==> src/rtl/acs_pkg.sv <==
// Shared types, codes and helpers for the accumulator processor step block.
package acs_pkg;

  // Input transaction operations
  typedef enum logic [1:0] {
    OP_PROG = 2'd0,
    OP_DATA = 2'd1,
    OP_EXEC = 2'd2,
    OP_READ = 2'd3
  } acs_op_t;

  // Result kinds
  typedef enum logic [1:0] {
    KIND_ACK  = 2'd0,
    KIND_OUT  = 2'd1,
    KIND_HALT = 2'd2,
    KIND_READ = 2'd3
  } acs_kind_t;

  // Control sequencer states
  typedef enum logic [1:0] {
    ST_IDLE,
    ST_FETCH,
    ST_EXEC,
    ST_READ
  } acs_state_t;

  // Instruction opcodes
  localparam logic [7:0] OPC_AND = 8'h01;
  localparam logic [7:0] OPC_OR  = 8'h02;
  localparam logic [7:0] OPC_XOR = 8'h03;
  localparam logic [7:0] OPC_NOT = 8'h04;
  localparam logic [7:0] OPC_LDA = 8'h05;
  localparam logic [7:0] OPC_STA = 8'h06;
  localparam logic [7:0] OPC_HLT = 8'h07;
  localparam logic [7:0] OPC_TST = 8'h08;
  localparam logic [7:0] OPC_JPZ = 8'h09;
  localparam logic [7:0] OPC_ADD = 8'h0A;
  localparam logic [7:0] OPC_OUT = 8'h0B;
  localparam logic [7:0] OPC_JMP = 8'h0C;

  // Outcome of one executed instruction
  typedef struct packed {
    logic [7:0] acc;
    logic [7:0] pc;
    logic       halt;
    logic       st_en;
    acs_kind_t  kind;
    logic [7:0] value;
  } acs_exec_t;

  // Remainder of a byte by a store depth d, with m = ceil(2^16 / d).
  // The quotient estimate (a * m) >> 16 is exact for any byte and d up to 256.
  function automatic logic [7:0] acs_mod(input logic [7:0] a, input logic [8:0] d,
                                         input logic [16:0] m);
    logic [24:0] prod;
    logic [16:0] qd;
    prod = {17'd0, a} * {8'd0, m};
    qd   = {9'd0, prod[23:16]} * {8'd0, d};
    return 8'({9'd0, a} - qd);
  endfunction

endpackage

==> src/rtl/acs_ram.sv <==
// Generic single-write, single-read synchronous RAM with registered read data.
module acs_ram #(
  parameter int WIDTH = 8,
  parameter int DEPTH = 16,
  parameter int AW    = (DEPTH > 1) ? $clog2(DEPTH) : 1
) (
  input  logic             clk,
  input  logic             we,
  input  logic [AW-1:0]    waddr,
  input  logic [WIDTH-1:0] wdata,
  input  logic             re,
  input  logic [AW-1:0]    raddr,
  output logic [WIDTH-1:0] rdata
);

  logic [WIDTH-1:0] mem [DEPTH];
  logic [WIDTH-1:0] rdata_r;

  always_ff @(posedge clk) begin
    if (we) begin
      mem[waddr] <= wdata;
    end
    if (re) begin
      rdata_r <= mem[raddr];
    end
  end

  assign rdata = rdata_r;

endmodule

==> src/rtl/acs_alu.sv <==
// Instruction decode and accumulator datapath for one fetched instruction.
module acs_alu import acs_pkg::*; (
  input  logic [7:0] opcode,
  input  logic [7:0] operand,
  input  logic [7:0] mem,
  input  logic [7:0] acc,
  input  logic [7:0] pc_inc,
  output acs_exec_t  res
);

  always_comb begin
    res       = '0;
    res.acc   = acc;
    res.pc    = pc_inc;
    res.halt  = 1'b0;
    res.st_en = 1'b0;
    res.kind  = KIND_ACK;
    res.value = 8'd0;
    unique case (opcode)
      OPC_AND: res.acc = acc & mem;
      OPC_OR:  res.acc = acc | mem;
      OPC_XOR: res.acc = acc ^ mem;
      OPC_NOT: res.acc = ~acc;
      OPC_LDA: res.acc = mem;
      OPC_STA: res.st_en = 1'b1;
      OPC_HLT: begin
        res.halt = 1'b1;
        res.kind = KIND_HALT;
      end
      OPC_TST: begin
        if (acc == mem) begin
          res.acc = 8'd0;
        end
      end
      OPC_JPZ: begin
        if (acc == 8'd0) begin
          res.pc = operand;
        end
      end
      OPC_ADD: res.acc = acc + mem;
      OPC_OUT: begin
        res.kind  = KIND_OUT;
        res.value = acc;
      end
      OPC_JMP: res.pc = operand;
      default: ;  // unknown opcode: no effect
    endcase
  end

endmodule

==> src/rtl/accumulator_cpu_step.sv <==
// Accumulator processor step: program/data loads, data reads, one instruction per execute.
// One transaction is buffered while the core works. An execute steps through program RAM read,
//   data RAM read and execute/write-back; a data read through data RAM read and result load;
//   loads and halted steps complete as they leave the buffer. Results wait for a free result register.
// Reset (rst_n low, synchronous): accumulator, PC and halt flag clear; buffers empty.
// Program and data RAMs are not cleared; they hold garbage until written.
module accumulator_cpu_step import acs_pkg::*; #(
  parameter int PROGRAM_DEPTH = 256,
  parameter int DATA_DEPTH    = 16
) (
  input  logic              clk,
  input  logic              rst_n,
  input  logic              in_valid,
  output logic              in_ready,
  input  logic [1:0]        in_op,
  input  logic [7:0]        in_addr,
  input  logic [7:0]        in_wdata,
  output logic              out_valid,
  input  logic              out_ready,
  output logic [1:0]        out_kind,
  output logic signed [7:0] out_value,
  output logic [7:0]        out_pc,
  output logic              out_halted
);

  localparam int PAW = (PROGRAM_DEPTH > 1) ? $clog2(PROGRAM_DEPTH) : 1;
  localparam int DAW = (DATA_DEPTH > 1) ? $clog2(DATA_DEPTH) : 1;
  localparam logic [8:0] PDEPTH = 9'(PROGRAM_DEPTH);
  localparam logic [8:0] DDEPTH = 9'(DATA_DEPTH);
  // Reciprocals for the address reduction, ceil(2^16 / depth)
  localparam logic [16:0] PRECIP = 17'((65536 + PROGRAM_DEPTH - 1) / PROGRAM_DEPTH);
  localparam logic [16:0] DRECIP = 17'((65536 + DATA_DEPTH - 1) / DATA_DEPTH);

  // Input transaction buffer: frees the input side while the core works
  logic       buf_vld_r, buf_vld_nxt;
  acs_op_t    buf_op_r;
  logic [7:0] buf_addr_r;
  logic [7:0] buf_wdata_r;

  // Architectural state
  acs_state_t state_r, state_nxt;
  logic [7:0] acc_r, acc_nxt;
  logic [7:0] pc_r, pc_nxt;
  logic       halt_r, halt_nxt;

  // Result register
  logic       out_vld_r, out_vld_nxt;
  acs_kind_t  out_kind_r;
  logic [7:0] out_value_r;
  logic [7:0] out_pc_r;
  logic       out_halted_r;

  // Control
  logic       take;
  logic       res_load;
  acs_kind_t  res_kind;
  logic [7:0] res_value;
  logic       out_free;
  logic       end_hit;
  logic [7:0] pc_inc;

  // Memory ports
  logic           prog_we, prog_re;
  logic [PAW-1:0] prog_waddr, prog_raddr_lo, prog_raddr_hi;
  logic [7:0]     opcode, operand;
  logic           data_we, data_re;
  logic [DAW-1:0] data_waddr, data_raddr;
  logic [7:0]     data_wdata, data_rdata;
  logic [7:0]     buf_paddr, buf_daddr, opnd_daddr;

  acs_exec_t      alu_res;

  // Buffer refills in the same cycle it hands its transaction to the core
  assign in_ready = !buf_vld_r || take;
  assign out_free = !out_vld_r || out_ready;
  assign end_hit  = ({1'b0, pc_r} + 9'd2) >= PDEPTH;
  assign pc_inc   = pc_r + 8'd2;

  // Store addresses reduced modulo the store depths
  assign buf_paddr  = acs_mod(buf_addr_r, PDEPTH, PRECIP);
  assign buf_daddr  = acs_mod(buf_addr_r, DDEPTH, DRECIP);
  assign opnd_daddr = acs_mod(operand, DDEPTH, DRECIP);

  // Program store is kept twice so the opcode and operand bytes come out together
  assign prog_waddr    = buf_paddr[PAW-1:0];
  assign prog_raddr_lo = pc_r[PAW-1:0];
  assign prog_raddr_hi = PAW'(pc_r + 8'd1);

  acs_ram #(.WIDTH(8), .DEPTH(PROGRAM_DEPTH)) u_prog_lo (
    .clk   (clk),
    .we    (prog_we),
    .waddr (prog_waddr),
    .wdata (buf_wdata_r),
    .re    (prog_re),
    .raddr (prog_raddr_lo),
    .rdata (opcode)
  );

  acs_ram #(.WIDTH(8), .DEPTH(PROGRAM_DEPTH)) u_prog_hi (
    .clk   (clk),
    .we    (prog_we),
    .waddr (prog_waddr),
    .wdata (buf_wdata_r),
    .re    (prog_re),
    .raddr (prog_raddr_hi),
    .rdata (operand)
  );

  acs_ram #(.WIDTH(8), .DEPTH(DATA_DEPTH)) u_data (
    .clk   (clk),
    .we    (data_we),
    .waddr (data_waddr),
    .wdata (data_wdata),
    .re    (data_re),
    .raddr (data_raddr),
    .rdata (data_rdata)
  );

  acs_alu u_alu (
    .opcode  (opcode),
    .operand (operand),
    .mem     (data_rdata),
    .acc     (acc_r),
    .pc_inc  (pc_inc),
    .res     (alu_res)
  );

  // Next state. Program and data RAM outputs hold while a state waits on the
  // result register, since no new read is issued until the state advances.
  always_comb begin
    state_nxt = state_r;
    unique case (state_r)
      ST_IDLE: begin
        if (buf_vld_r && out_free) begin
          unique case (buf_op_r)
            OP_EXEC: begin
              if (!halt_r && !end_hit) begin
                state_nxt = ST_FETCH;
              end
            end
            OP_READ: state_nxt = ST_READ;
            default: state_nxt = ST_IDLE;
          endcase
        end
      end
      ST_FETCH: state_nxt = ST_EXEC;
      ST_EXEC:  if (out_free) state_nxt = ST_IDLE;
      ST_READ:  if (out_free) state_nxt = ST_IDLE;
      default:  state_nxt = ST_IDLE;
    endcase
  end

  // Sequencer outputs: memory strobes, state update, result load
  always_comb begin
    take       = 1'b0;
    prog_we    = 1'b0;
    prog_re    = 1'b0;
    data_we    = 1'b0;
    data_re    = 1'b0;
    data_waddr = buf_daddr[DAW-1:0];
    data_wdata = buf_wdata_r;
    data_raddr = buf_daddr[DAW-1:0];
    res_load   = 1'b0;
    res_kind   = KIND_ACK;
    res_value  = 8'd0;
    acc_nxt    = acc_r;
    pc_nxt     = pc_r;
    halt_nxt   = halt_r;
    unique case (state_r)
      ST_IDLE: begin
        if (buf_vld_r && out_free) begin
          take = 1'b1;
          unique case (buf_op_r)
            OP_PROG: begin
              prog_we  = 1'b1;
              res_load = 1'b1;
            end
            OP_DATA: begin
              data_we  = 1'b1;
              res_load = 1'b1;
            end
            OP_EXEC: begin
              if (halt_r) begin
                res_load = 1'b1;
              end else if (end_hit) begin
                halt_nxt = 1'b1;
                res_kind = KIND_HALT;
                res_load = 1'b1;
              end else begin
                prog_re = 1'b1;
              end
            end
            OP_READ: data_re = 1'b1;
            default: ;
          endcase
        end
      end
      ST_FETCH: begin
        // operand byte is out of the program RAM: fetch the data byte
        data_re    = 1'b1;
        data_raddr = opnd_daddr[DAW-1:0];
      end
      ST_EXEC: begin
        if (out_free) begin
          acc_nxt    = alu_res.acc;
          pc_nxt     = alu_res.pc;
          halt_nxt   = alu_res.halt;
          data_we    = alu_res.st_en;
          data_waddr = opnd_daddr[DAW-1:0];
          data_wdata = acc_r;
          res_kind   = alu_res.kind;
          res_value  = alu_res.value;
          res_load   = 1'b1;
        end
      end
      ST_READ: begin
        if (out_free) begin
          res_kind  = KIND_READ;
          res_value = data_rdata;
          res_load  = 1'b1;
        end
      end
      default: ;
    endcase
  end

  assign buf_vld_nxt = (in_valid && in_ready) || (buf_vld_r && !take);
  assign out_vld_nxt = res_load || (out_vld_r && !out_ready);

  always_ff @(posedge clk) begin
    if (!rst_n) begin
      buf_vld_r <= 1'b0;
      out_vld_r <= 1'b0;
      state_r   <= ST_IDLE;
      acc_r     <= 8'd0;
      pc_r      <= 8'd0;
      halt_r    <= 1'b0;
    end else begin
      buf_vld_r <= buf_vld_nxt;
      out_vld_r <= out_vld_nxt;
      state_r   <= state_nxt;
      acc_r     <= acc_nxt;
      pc_r      <= pc_nxt;
      halt_r    <= halt_nxt;
    end
  end

  // Payload registers
  always_ff @(posedge clk) begin
    if (in_valid && in_ready) begin
      buf_op_r    <= acs_op_t'(in_op);
      buf_addr_r  <= in_addr;
      buf_wdata_r <= in_wdata;
    end
    if (res_load) begin
      out_kind_r   <= res_kind;
      out_value_r  <= res_value;
      out_pc_r     <= pc_nxt;
      out_halted_r <= halt_nxt;
    end
  end

  assign out_valid  = out_vld_r;
  assign out_kind   = out_kind_r;
  assign out_value  = out_value_r;
  assign out_pc     = out_pc_r;
  assign out_halted = out_halted_r;

  // Halt is sticky until reset
  a_halt_sticky: assert property (@(posedge clk) disable iff (!rst_n)
    halt_r |=> halt_r)
    else $error("halt flag cleared without reset");

  // PC only moves together with a transaction result
  a_pc_with_result: assert property (@(posedge clk) disable iff (!rst_n)
    !res_load |=> pc_r == $past(pc_r))
    else $error("pc changed without a result");

  // A result comes from a buffered transaction or a finishing core state
  a_result_source: assert property (@(posedge clk) disable iff (!rst_n)
    res_load |-> (take || state_r == ST_EXEC || state_r == ST_READ))
    else $error("result produced with no transaction");

  // No data store write while a data read is in flight
  a_no_write_mid_read: assert property (@(posedge clk) disable iff (!rst_n)
    (state_r == ST_FETCH || state_r == ST_READ) |-> !data_we)
    else $error("data store written during a read");

endmodule

==> config.mk <==
export PLATFORM = sky130hd
export DESIGN_NAME = accumulator_cpu_step
export DESIGN_NICKNAME = d
export VERILOG_FILES = /design/src/rtl/acs_pkg.sv /design/src/rtl/acs_ram.sv /design/src/rtl/acs_alu.sv /design/src/rtl/accumulator_cpu_step.sv
export SDC_FILE = /design/constraint.sdc
export NUM_CORES = 2
export LEC_CHECK = 0
export ABC_AREA = 0
export BUFFER_PORTS_ARGS = -buffer_cell sky130_fd_sc_hd__buf_2
export CAP_MARGIN = 40
export CORE_MARGIN = 5
export CORE_UTILIZATION = 50
export CTS_CLUSTER_DIAMETER = 60
export DETAILED_ROUTE_END_ITERATION = 6
export GPL_TIMING_DRIVEN = 0
export PLACE_DENSITY = 0.68
export REMOVE_ABC_BUFFERS = 1
export SYNTH_ARGS = -nofsm -noshare
export SYNTH_HDL_FRONTEND = slang
export SYNTH_MEMORY_MAX_BITS = 65536
export SYNTH_SLANG_ARGS = --single-unit
==> constraint.sdc <==
create_clock -name clk -period 11.27 [get_ports clk]
set_input_delay 1.6905 -clock clk [delete_from_list [all_inputs] [get_ports clk]]
set_output_delay 1.6905 -clock clk [all_outputs]
set_load 0.05 [all_outputs]
# == Yosys cells after proc, flatten, opt, wreduce, memory -nomap -nowiden ==
# Memory sizes are Yosys's and may differ from the RTL's. A register that Yosys moved wholly into a read port is not among the register bits.
# Cells that the tools add are included.
# word_totals
regBits,58
ramBits,4224
inputBits,22
out_inout_bits,21
word_cells,134
n_memories,3
# memory_table
memory,words,word_bits,read_ports,rd_ports_with_merged_regs,wr,line_no,text
u_prog_hi.mem,256,8,1,1,1,acs_ram.sv:16,logic [WIDTH-1:0] mem [DEPTH];
u_prog_lo.mem,256,8,1,1,1,acs_ram.sv:16,
u_data.mem,16,8,1,1,1,acs_ram.sv:16,
# op_classes
n_addsub,6
n_lt_le_gt_ge,1
n_eq_ne,23
muxes,61
n_bitwise,4
n_reduce_logical,23
# op_table
operator,n
two-way mux 8 bit,9
case mux 8 bit (7 select lines),1
equality test 8 x 4 -> 1 bit (second input constant),5
equality test 8 x 3 -> 1 bit (second input constant),4
case mux 8 bit (2 select lines),2
two-way mux 1 bit,28
two-way mux 2 bit,9
equality test 8 x 2 -> 1 bit (second input constant),2
two-way mux 4 bit,3
case mux 2 bit (3 select lines),2
case mux 1 bit (2 select lines),5
adder 8 x 2 -> 9 bit (second input constant),1
greater-or-equal comparator 9 bit (second input constant),1
adder 8 x 1 -> 8 bit (second input constant),1
adder 8 x 2 -> 8 bit (second input constant),1
adder 8 bit,1
AND 8 bit,1
equality test 2 bit (second input constant),4
equality test 8 x 1 -> 1 bit (second input constant),1
equality test 8 bit,1
logical NOT 8 bit,1
NOT 8 bit,1
bitwise OR 8 bit,1
case mux 2 bit (2 select lines),2
14 further kinds,31

# == Logic depth before layout (Yosys ltp) ==
# logic_depth
word_depth,8
mapped_depth,13
ltp_nobuf,10

# == By module ==
# Synthesis repeated with hierarchy kept, for this count alone.
# hier_totals
hier_cells,8117
area_unflattened_um2,168307.7
# modules_own_cells
module,n_inst,cells_per_inst,area_per_inst_um2,seq_area_each_um2
acs_ram at u_prog_hi ...,2,3733,79636.4,61739.2
acs_ram at u_data,1,229,5227.5,4083.9
accumulator_cpu_step,1,241,2581.2,1531.5
acs_alu,1,181,1226.2,0.0

# == Worst setup path before layout ==
# No wires, ideal clock.
# synth_path
path_kind,input port to output port
startpoint,input out_ready
endpoint,output in_ready
t_arrival_ns,2.999
required_ns,9.580
setup_slack_ns,6.581
cell_stages,2
path_buffers,0
cell_sequence,nor2b_1 o31ai_1
# synth_between
elab_chain_cells,5
# synth_rtl
item,line_no,text
"start, declared",accumulator_cpu_step.sv:19,"input logic out_ready,"
logical OR 1 bit,accumulator_cpu_step.sv:75,assign out_free = !out_vld_r || out_ready;
logical AND 1 bit,accumulator_cpu_step.sv:171,if (buf_vld_r && out_free) begin
two-way mux 1 bit,accumulator_cpu_step.sv:171,
two-way mux 1 bit,accumulator_cpu_step.sv:169,unique case (state_r)
logical OR 1 bit,accumulator_cpu_step.sv:74,assign in_ready = !buf_vld_r || take;
"end, declared",accumulator_cpu_step.sv:14,"output logic in_ready,"
# Every way passes these cells.

# == Worst setup path in the final report ==
# layout_path
startpoint,register pc_r[0]
endpoint,"register u_prog_hi.rdata_r[2], in the netlist u_prog_hi.rdata[2], read port of u_prog_hi.mem, data pin"
# layout_between
elab_chain_cells,7
word_cells_on_any_way,8
classes_between,2 x add/sub; 1 x order compare; 5 x mux
# layout_rtl
item,line_no,text
"start, declared",accumulator_cpu_step.sv:43,"logic [7:0] pc_r, pc_nxt;"
"start signal, assigned",accumulator_cpu_step.sv:243,pc_r <= pc_nxt;
adder 8 x 2 -> 9 bit,accumulator_cpu_step.sv:76,"assign end_hit = ({1'b0, pc_r} + 9'd2) >= PDEPTH;"
greater-or-equal comparator 9 bit,accumulator_cpu_step.sv:76,
two-way mux 1 bit,accumulator_cpu_step.sv:185,end else if (end_hit) begin
two-way mux 1 bit,accumulator_cpu_step.sv:183,if (halt_r) begin
two-way mux 1 bit,accumulator_cpu_step.sv:173,unique case (buf_op_r)
two-way mux 1 bit,accumulator_cpu_step.sv:171,
two-way mux 1 bit,accumulator_cpu_step.sv:169,
"end, declared",acs_ram.sv:17,logic [WIDTH-1:0] rdata_r;
# Parallel ways exist; a longest one is shown, timed or not.
# A chain may end at the register's enable or synchronous reset.

==> impl_results.md <==
- Outcome: finished, violations left
- Failing checks: design-rule violations
- Total gr overflow: 0
- Clock sink total: 2,258
- Storage cell area: 67,600 um^2
- Initial Util: 50.3%
- Worst Skew: 0.0421 ns
- H-tree Lvls: 4
- Crit Reg-Reg Startpoint: pc_r[0]
- Number of synthesized flops with an enable pin: 2,237
- Post-synthesis xor/xnor area fraction: 0.0998%
- Clk buf depth: 3
- CP max stage cell: dfxtp_4
- Synth top area share: 63.8%
- Setup Slack @ Placement: 5.29 ns
- Multi-input logic area: 35,400 um^2
- Fin crit period: 6.12 ns
- Sequential share of power: 52.1%
- Critical path data required time: 11.88 ns
- Mapped Area: 105,000 um^2
- Synth Area in Compound Gates: 2.91%
- Synth Area in Simple Gates: 3.85%
- Library cells used by synthesis: 69
- Worst-Skew Late Latency: 0.90 ns
- Worst Setup Start Kind: register
- Total number of vias: 60,700
- Post-Layout Cell Count: 8,719
- Clock power frac: 41.2%
- Post-CTS setup buffer count: 0
- Syn Area/Cell: 19.2 um^2
- Most frequent cells in the layout: edfxtp_1, mux4_2, nor2_1, nand2_1, clkbuf_16
- Vias in the first global route: 60,300
- CP startpoint: pc_r[0]
- Largest net degree at the start of global routing: 57
- I/O Pins: 43
- First-pass GRT wire length: 439 mm
- GRT Resource Usage Total: 27.9%
- DRT Wirelength: 308 mm
- Top cells by area, synth: edfxtp_1, mux4_2, mux2i_1, nand2_1, nor2_1
- Async set-reset flop share out of synthesis: 0%
- Final setup vio count: 0
- Post-placement cell count: 8,295
- Top_reg_cell synth: edfxtp_1
- CTS tree: yes
- Register area share after synthesis: 64.2%
- PD cells: 148 nW/um^2
- Most common cell after layout, fill and taps aside: edfxtp_1
- Count of final hold-check violations: 0
- Worst slew pin tran: 1.03 ns
- Critical path's most frequent cell: buf_16
- Antenna violations before repair: 6
- Initial DRC count: 8,851
- Max transition margin: 30.9%
- Hold Path Cell Cnt: 2
- Post-synthesis mux area share: 26.3%
- Chip Height: 469 um
- Die Footprint: 220,000 um^2
- Warning count from the yosys run: 0
- Largest register FFs: 2,024
- Largest registers: u_prog_lo.mem (2024), u_data.mem (128), u_prog_hi.mem (24)
- RD Place Congestion: 0.887
- DP HPWL: 213 mm
- Synth Area in Adders: 0.233%
- Switching share of power: 22.0%
- Mapped Cells: 5,493
- Reg-to-reg endpoint: u_prog_hi.rdata[2]
- Root buffer cell: clkbuf_16
- Psw: 3.93 mW
- Core Area: 210,000 um^2
- Die Wd: 469 um
- Layout overhead on the synthesized area: 14.3%
- Post-CTS sizing: 0
- R2r setup slk: 5.15 ns
- Internal power: 13.9 mW
- Synth Register Bits: 2,258
- CTS Buf Count: 227
- Worst-path cell chain: buf_16, buf_12, buf_16, ha_4, buf_12, buf_16, buf_16, mux4_2, mux4_2, nand2b_1, a31oi_1, a2111oi_1, buf_2, and3_1
- Combinational Power Share: 6.7%
- Largest family of logic cells by synthesized area: multiplexers
- Largest stage delay, worst path: 0.74 ns
- Synth area leader: edfxtp_1
- Hold Buf Count CTS: 0
- R2R cell count: 14
- Max-cap violations: 0
- Hold_sp: acc_r[3]
- Final setup TNS: 0 ns
- Crit path kind: reg2reg
- Post-layout nets: 5,764
- Max IR drop VDD: 0.159 mV
- Bufs and invs on worst path: 7
- Pins Over Slew Limit: 0
- Fin util: 57.4%
- RSZ-0062 raised after global routing: false
- Highest clock rate: 163 MHz
- Fillers: 15,200
- Crit-path max FO: 45
- Arr. time, crit path: 6.73 ns
- Buffers on Ports: 42
- Worst-path clk slew: 0.07 ns
- CP endpoint kind: register
- Min setup slack post-route: 5.15 ns
- Post-route ant nets: 0
- Hold WC Path Type: reg2reg
- DRC viols: 1
- Top reg by flops: u_prog_lo.mem
- Row Count: 168
- Fin crit share: 54.3%
- Static Leak: 36.4 nW
- Average wire per standard cell: 35.3 um
- Drt pass-1 iters: 7
- WHS Endpoint: acc_r[3]
- Layout cells sized above 1: 32.6%
- Via density: 6.97
- Crit-path leading delay family: buffers and inverters
synthesized netlist by cell type (14+ instances only):
cell type  number
mux2i_1       208
buf_4         102
buf_1          21
nand3_1        87
dfxtp_1        21
inv_1          28
nor2_1        341
nor2b_1        21
o221ai_1       38
ha_1           18
clkbuf_1      144
a21oi_1        67
a221oi_1       14
mux4_2       1129
o22ai_1        41
a31oi_1        67
a22oi_1        22
nand2b_1       28
a211oi_1       27
mux2_2         17
a2111oi_0      19
nand2_1       348
o21ai_0        91
edfxtp_1     2237
nor3_1         26
and3_1         42
buf_2         107
buf_6          41
stage by stage:
step                      hold WS [ns]  area, um^2  power, mW
after floorplan                  0.502      103000       10.6
after global placement           0.554      107000       11.3
after detailed placement         0.557      113000       10.7
after CTS                        0.567      120000       17.9
after global routing             0.609      120000       18.3
final                            0.570      120000       17.9
metal layers:
| metal | vias up | track usage, % | wire (um) |
|---|---|---|---|
| met5 | - | 0 | 12 |
| met4 | 2 | 13.1 | 16800 |
| met2 | 4137 | 42.8 | 143000 |
| li1 | 23800 | - | - |
| met3 | 723 | 7.61 | 37500 |
| met1 | 32100 | 37.8 | 111000 |
logic make-up after synthesis:
| group | after synthesis |
|---|---|
| flip-flops | 2258 |
| adder cells (fa/ha/maj) | 19 |
| multiplexers | 1354 |
| AO/OA/AOI/OAI | 458 |
| XOR/XNOR | 12 |
| buffers and inverters | 449 |
| AND/OR/NAND/NOR | 943 |
area by class of cell:
cell class	count	share of cell area, %
Antenna cell	6	0.0125
Clock buffer	293	5.03
Clock inverter	121	0.902
Inverter	31	0.103
Multi-Input combinational cell	2786	29.4
Sequential cell	2258	56.2
Tap cell	2805	2.92
Timing Repair Buffer	419	5.44
worst max path at each step:
stage / endpoint / slack (ns) / depth (start not counted)
3_5_place_dp: u_prog_hi.rdata[1] / 5.29 / 14
6_report: u_prog_hi.rdata[2] / 5.15 / 14
5_1_grt: u_prog_hi.rdata[2] / 4.96 / 14
3_3_place_gp: u_prog_hi.rdata[3] / -59.89 / 7
4_1_cts: u_prog_hi.rdata[1] / 5.27 / 14
2_1_floorplan: u_prog_hi.rdata[6] / -41.23 / 7
power groups by stage:
stage          Sequential [mW]  Clock (mW)  Combinational, mW
2_1_floorplan             9.61           0              0.944
3_3_place_gp              9.75           0               1.51
3_5_place_dp              9.48           0               1.18
4_1_cts                   9.30        7.42               1.19
5_1_grt                   9.30        7.76               1.24
6_report                  9.30        7.36               1.19
tightest hold or removal path, stage by stage (launching register included):
cell and delay, ns:
dfxtp_1 0.37, nand2b_1 0.09, a21boi_1 0.06
Note: power is estimated with default switching activity, not from simulation.
